$ cat config.mk
export PLATFORM = sky130hd
export DESIGN_NAME = isrp_ctrl
export DESIGN_NICKNAME = d
export VERILOG_FILES = /design/src/rtl/isrp_pkg.sv /design/src/rtl/isrp_ctrl.sv
export SDC_FILE = /design/constraint.sdc
export NUM_CORES = 1
export LEC_CHECK = 0
export BUFFER_PORTS_ARGS = -buffer_cell sky130_fd_sc_hd__buf_4
export CAP_MARGIN = 25
export CORE_AREA = 5 5 42 44
export DETAILED_ROUTE_END_ITERATION = 7
export DIE_AREA = 0 0 47 49
export GPL_TIMING_DRIVEN = 0
export PLACE_DENSITY_LB_ADDON = 0.3
export SKIP_LAST_GASP = 1
export SYNTH_ARGS = -nofsm -noshare
export SYNTH_HDL_FRONTEND = slang
export SYNTH_SLANG_ARGS = --single-unit
$ cat constraint.sdc
create_clock -name i_clk -period 1.5 [get_ports i_clk]
set_input_delay 0.075 -clock i_clk [delete_from_list [all_inputs] [get_ports i_clk]]
set_output_delay 0.075 -clock i_clk [all_outputs]
set_load 0.05 [all_outputs]
$ cat src/rtl/isrp_pkg.sv
package isrp_pkg;

    localparam int SLOTS     = 1024;
    localparam int KEY_W     = 10;
    localparam int CNT_W     = 10;
    localparam int RW_W      = 16;
    localparam int SLOT_W    = $clog2(SLOTS);
    localparam int DIV_CNT_W = $clog2(RW_W);
    localparam int CAPACITY  = ((SLOTS - 1) < 1023) ? (SLOTS - 1) : 1023;

    typedef logic [KEY_W-1:0]     t_key;
    typedef logic [CNT_W-1:0]     t_cnt;
    typedef logic [SLOT_W-1:0]    t_slot;
    typedef logic [RW_W-1:0]      t_rword;
    typedef logic [DIV_CNT_W-1:0] t_div_cnt;

    typedef enum logic [1:0] {
        OP_ADD,
        OP_REMOVE,
        OP_SEARCH,
        OP_PICK
    } t_op;

    typedef enum logic [2:0] {
        ST_OK,
        ST_PRESENT,
        ST_NOT_FOUND,
        ST_FULL,
        ST_EMPTY
    } t_status;

    typedef enum logic [1:0] {
        POS_ZERO,
        POS_SLOT,
        POS_NEW
    } t_pos_sel;

    typedef enum logic [3:0] {
        S_CLEAR,
        S_IDLE,
        S_START,
        S_MAP_CHK,
        S_REM_MOVE,
        S_REM_CLR,
        S_DIV,
        S_PICK_RD,
        S_PICK_CAP,
        S_DONE
    } t_state;

    typedef struct packed {
        t_op    operation;
        t_key   key;
        t_rword random_word;
    } t_in;

    typedef struct packed {
        t_status status;
        t_cnt    position;
        t_key    picked_key;
        t_cnt    member_count;
    } t_out;

    typedef struct packed {
        logic     clr_wr;
        logic     load_in;
        logic     map_chk;
        logic     add_commit;
        logic     rem_move;
        logic     rem_clear;
        logic     div_init;
        logic     div_step;
        logic     store_rd_pick;
        logic     res_we;
        t_status  res_status;
        t_pos_sel res_pos;
        logic     res_pick;
        logic     out_load;
    } t_cmd;

    typedef struct packed {
        t_op  op;
        logic found;
        logic full;
        logic empty;
        logic clr_last;
        logic div_last;
        logic out_busy;
    } t_stat;

    localparam t_cnt   CAP_CNT  = t_cnt'(CAPACITY);
    localparam t_div_cnt DIV_LAST = t_div_cnt'(RW_W - 1);

endpackage

$ cat src/rtl/isrp_ctrl.sv
module isrp_ctrl import isrp_pkg::*; (
    input  logic  i_clk,
    input  logic  i_rst_n,
    input  logic  i_valid,
    output logic  o_ready,
    input  t_stat i_stat,
    output t_cmd  o_cmd
);

    t_state r_state;
    t_state n_state;

    always_ff @(posedge i_clk) begin
        if (!i_rst_n) begin
            r_state <= S_CLEAR;
        end else begin
            r_state <= n_state;
        end
    end

    always_comb begin
        n_state = r_state;
        o_cmd   = '0;
        o_ready = 1'b0;
        case (r_state)
            S_CLEAR: begin
                o_cmd.clr_wr = 1'b1;
                if (i_stat.clr_last) begin
                    n_state = S_IDLE;
                end
            end
            S_IDLE: begin
                o_ready = 1'b1;
                if (i_valid) begin
                    o_cmd.load_in = 1'b1;
                    n_state       = S_START;
                end
            end
            S_START: begin
                if (i_stat.op == OP_PICK) begin
                    if (i_stat.empty) begin
                        o_cmd.res_we     = 1'b1;
                        o_cmd.res_status = ST_EMPTY;
                        o_cmd.res_pos    = POS_ZERO;
                        n_state          = S_DONE;
                    end else begin
                        o_cmd.div_init = 1'b1;
                        n_state        = S_DIV;
                    end
                end else begin
                    n_state = S_MAP_CHK;
                end
            end
            S_MAP_CHK: begin
                o_cmd.map_chk = 1'b1;
                n_state       = S_DONE;
                case (i_stat.op)
                    OP_ADD: begin
                        o_cmd.res_we = 1'b1;
                        if (i_stat.found) begin
                            o_cmd.res_status = ST_PRESENT;
                            o_cmd.res_pos    = POS_SLOT;
                        end else if (i_stat.full) begin
                            o_cmd.res_status = ST_FULL;
                            o_cmd.res_pos    = POS_ZERO;
                        end else begin
                            o_cmd.add_commit = 1'b1;
                            o_cmd.res_status = ST_OK;
                            o_cmd.res_pos    = POS_NEW;
                        end
                    end
                    OP_SEARCH: begin
                        o_cmd.res_we = 1'b1;
                        if (i_stat.found) begin
                            o_cmd.res_status = ST_OK;
                            o_cmd.res_pos    = POS_SLOT;
                        end else begin
                            o_cmd.res_status = ST_NOT_FOUND;
                            o_cmd.res_pos    = POS_ZERO;
                        end
                    end
                    OP_REMOVE: begin
                        if (i_stat.found) begin
                            n_state = S_REM_MOVE;
                        end else begin
                            o_cmd.res_we     = 1'b1;
                            o_cmd.res_status = ST_NOT_FOUND;
                            o_cmd.res_pos    = POS_ZERO;
                        end
                    end
                    default: begin
                        n_state = S_DONE;
                    end
                endcase
            end
            S_REM_MOVE: begin
                o_cmd.rem_move = 1'b1;
                n_state        = S_REM_CLR;
            end
            S_REM_CLR: begin
                o_cmd.rem_clear  = 1'b1;
                o_cmd.res_we     = 1'b1;
                o_cmd.res_status = ST_OK;
                o_cmd.res_pos    = POS_ZERO;
                n_state          = S_DONE;
            end
            S_DIV: begin
                o_cmd.div_step = 1'b1;
                if (i_stat.div_last) begin
                    n_state = S_PICK_RD;
                end
            end
            S_PICK_RD: begin
                o_cmd.store_rd_pick = 1'b1;
                n_state             = S_PICK_CAP;
            end
            S_PICK_CAP: begin
                o_cmd.res_we     = 1'b1;
                o_cmd.res_status = ST_OK;
                o_cmd.res_pos    = POS_ZERO;
                o_cmd.res_pick   = 1'b1;
                n_state          = S_DONE;
            end
            S_DONE: begin
                if (!i_stat.out_busy) begin
                    o_cmd.out_load = 1'b1;
                    n_state        = S_IDLE;
                end
            end
            default: begin
                n_state = S_IDLE;
            end
        endcase
    end

endmodule

# After elaboration in Yosys (flattened, before gate mapping)
# Index checks and enable logic that the tools add are counted.
classes:
  n_shift: 0
  magnitude_cmp: 0
  n_eq_ne: 16
  n_addsub: 0
  n_bitwise: 0
  n_mux: 35
  reduce_logical: 4
  n_mul: 0
  div_mod_pow: 0
op_table:
  columns: ["op", "n"]
  rows:
  - ["$mux 4", 11]
  - ["$pmux 4 s9", 1]
  - ["$pmux 6 s3", 2]
  - ["$mux 6", 3]
  - ["$mux 1", 17]
  - ["$eq 4x3->1 const B", 4]
  - ["$eq 4x2->1 const B", 2]
  - ["$eq 4x4->1 const B", 2]
  - ["$ne 2x2->1 const B", 4]
  - ["$eq 2x2->1 const B", 2]
  - ["$eq 4x1->1 const B", 1]
  - ["$logic_not 4->1", 1]
  - ["$reduce_and 4->1", 1]
  - ["$eq 2x1->1 const B", 1]
  - ["$logic_not 2->1", 1]
  - ["$mux 2", 1]
  - ["$reduce_or 2->1", 1]
totals:
  latchBits: 0
  ff_bits: 4
  memories: 0
  wordCells: 56
  input_bits: 11
  ramBits: 0
  romBits: 0
  out_inout_bits: 18

# Logic depth before layout (Yosys ltp)
depth:
  word_depth: 4
  mapped_depth: 5
  ltp_nobuf: 4

# Worst setup path before layout
# OpenSTA, ideal clock, no wires.
synth_timing:
  path_kind: "reg2out"
  startpoint: "register r_state[0]"
  endpoint: "output port o_cmd[7] (netlist bit)"
  path_buffers: 1
  t_required_ns: 1.425
  path_stages_with_launch: 6
  path_slack_ns: -0.968
  arrival_time_ns: 2.393
  cell_sequence: "dfxtp_1 -> buf_2 -> nand2_1 -> nor3_1 -> nor2b_1 -> o21ai_0"
synth_rtl:
  columns: ["element", "line_no", "text"]
  rows:
  - ["start, declared", "isrp_ctrl.sv:10", "t_state r_state;"]
  - ["start signal, assigned", "isrp_ctrl.sv:17", "r_state <= n_state;"]
  - ["end, declared", "isrp_ctrl.sv:7", "output t_cmd o_cmd"]

==> flow_summary.json <==
{
  "cts-root-buf": "clkbuf_4",
  "cts_tree": "built",
  "die_area_um2": 2300,
  "multiInputGateArea_um2": 490,
  "cts-buffers-inserted": 3,
  "cp.required_ns": 1.42,
  "synth_fa_ha_area_share_pct": 0,
  "fp-row-count": 14,
  "start_util_pct": 34.3,
  "synth_flop_cell": "dfxtp_1",
  "avgSynthCellArea_um2": 6.86,
  "port_buffers": 28,
  "largest_registers": "r_state: 4 flops",
  "setup_viol": 4,
  "grt_pass1_wl_um": 3120,
  "slew_violations": 0,
  "path_class": "reg2out",
  "cts_buffer_depth": 2,
  "cts_hold_buffers": 0,
  "grt_max_degree": 11,
  "ys_top_cells_by_count": "nor2_1, nor3_1, dfxtp_1, inv_1, nand2b_1",
  "drc": 0,
  "synth.yosys.seq_area_share_pct": 16.7,
  "vias": 681,
  "synth_top_area_share_pct": 16.7,
  "relSlewSlack_pct": 76.1,
  "p_clk_share_pct": 19.1,
  "seqPwrFrac_pct": 17.9,
  "synth_most_common_cell": "nor2_1",
  "yosysWarnings": 0,
  "synth_edf_count": 0,
  "finalHoldViolCount": 0,
  "finClkSkew_ns": 0.00343,
  "coreArea_um2": 1400,
  "synth_nets": 81,
  "place_congestion": 0.850,
  "largest_register_ff_count": 4,
  "antenna_cells": 0,
  "ys_ff_latch": 4,
  "area_delta_synth_final_pct": 97.1,
  "min_period_over_period_pct": 109,
  "dpl.cell_count": 114,
  "synthMuxAreaShare_pct": 0,
  "async_reset_ff_share_pct": 0,
  "power_frac_comb_pct": 63.0,
  "cp_max_fo": 5,
  "mappedNetlistArea_um2": 480,
  "p_leak_nw": 0.428,
  "grt.overflow.total": 0,
  "path_clk_slew_ns": 0.04,
  "clock_latency_ns": 0.25,
  "dieHeight_um": 49,
  "die_x_um": 47,
  "status": "finished, violations left",
  "largest-register": "r_state",
  "fin_cells": 121,
  "p_switching_w": 0.000367,
  "synth_top_family_by_area": "simple AND/OR/NAND/NOR gates",
  "via_per_inst": 5.63,
  "fin_nets": 118,
  "register_area_um2": 86.3,
  "max_clock_freq_mhz": 612,
  "grt_setup_unrepaired": "true",
  "synthXorXnorAreaFrac_pct": 0,
  "first_global_vias": 695,
  "yosys.area_share.simple_pct": 51.8,
  "internal-power_w": 0.000397,
  "end_kind": "output port",
  "fillers": 115,
  "critPathArrivalTime_ns": 1.56,
  "drt-initial-drc-count": 14,
  "yosysTopAreaCell": "dfxtp_1",
  "antenna_found_initial": 0,
  "violations": "setup timing",
  "drtPass1Iterations": 6,
  "wirelength_um": 1890,
  "synth_cell_types": 30,
  "power_density_nw_per_um2": 807,
  "clkSinkCount": 4,
  "finalCriticalPeriod_ns": 1.63,
  "dp_hpwl_um": 1290,
  "synthCells": 70,
  "drive_gt1_share_pct": 58.1,
  "synthTopCellsByArea": "dfxtp_1, nor3_1, nor2_1, nand2b_4, nand2b_1",
  "switching_share_pct": 48.0,
  "startpoint_type": "flip-flop",
  "htreeDepth": 1,
  "peakVddDrop_mv": 0.649,
  "worst_slew_pin_slew_ns": 0.356,
  "holdCritPathClass": "in2reg",
  "r2r_setup_slack_ns": 0.15,
  "drtAntennaViolNets": 0,
  "grt_usage_pct": 17.7,
  "final_util_pct": 67.6,
  "ios": 29,
  "fin_hold_ws_ns": 0.0794,
  "synth_compound_gate_area_share_pct": 24.5,
  "wire_per_inst_um": 15.6,
  "drv_cap": 0,
  "setup_slack_ns": -0.134
}
stage by stage:
stage               setup slack, ns  setup TNS [ns]  total power (W)  area, um^2
finish                       -0.134          -0.475         0.000764         947
global route                 -0.199          -0.796         0.000802         947
CTS                          -0.135          -0.466         0.000733         908
detailed placement           -0.101          -0.183         0.000547         817
global placement            -0.0687          -0.136         0.000541         817
floorplan                    -0.284          -0.941         0.000433         587
worst paths after layout:
check                          startpoint                      end  cells after the start
setup / recovery  r_state[3]$_SDFFE_PN0P_                 o_cmd[3]                      5
hold / removal                    i_rst_n  r_state[2]$_SDFFE_PN0P_                      2
setup reg to reg  r_state[2]$_SDFFE_PN0P_  r_state[0]$_SDFFE_PN0P_                      5
hold reg to reg   r_state[2]$_SDFFE_PN0P_  r_state[3]$_SDFFE_PN0P_                      3
logic make-up after synthesis:
group / Yosys count
AND/OR/NAND/NOR: 42
flip-flops: 4
AO/OA/AOI/OAI: 16
buffers and inverters: 8
layout make-up:
cell class / count / area share, %
flip-flops and latches: 4 / 9.11
plain buffers: 4 / 3.30
well taps: 16 / 2.11
inverters: 4 / 1.59
repair buffers: 32 / 29.7
multi-input cells: 58 / 51.8
clock buffers: 3 / 2.38
power groups by stage:
stage | Sequential (W) | Clock (W) | Combinational [W]
floorplan | 0.000137 | 0 | 0.000296
global placement | 0.000141 | 0 | 0.000400
detailed placement | 0.000141 | 0 | 0.000405
CTS | 0.000134 | 0.000147 | 0.000452
global route | 0.000137 | 0.000154 | 0.000511
finish | 0.000137 | 0.000146 | 0.000482
layout by cell type (no fill, tap or decap), drive strengths merged, types with 2 or more instances in the layout:
cell,n
buf,35
nor2,10
nor3,10
nand2b,6
inv,4
clkbuf,4
dfxtp,4
nand2,3
nor4,3
nor2b,3
a31oi,2
nand3b,2
a21oi,2
o21a,2
o21ai,2
per-layer routing:
layer  track usage (%)  wire length, um  vias up
met4              4.61               13        0
met5                 0                0        -
met1              23.1              725      315
met3              5.54              157        2
met2              27.6              994       34
li1                  -                -      330
timing repair:
action,CTS,global route
resized for setup,14,8
pin swaps,4,2
setup buffers,3,1
setup endpoints to repair,12,11
worst max-delay path, cell delays in order, from the launching register on:
cell and delay (ns):
dfxtp_2 0.33, and2b_2 0.24, nand2b_4 0.06, or3_4 0.38
nor3_4 0.13, buf_6 0.18
No activity file was read; power rests on OpenSTA's default activity.
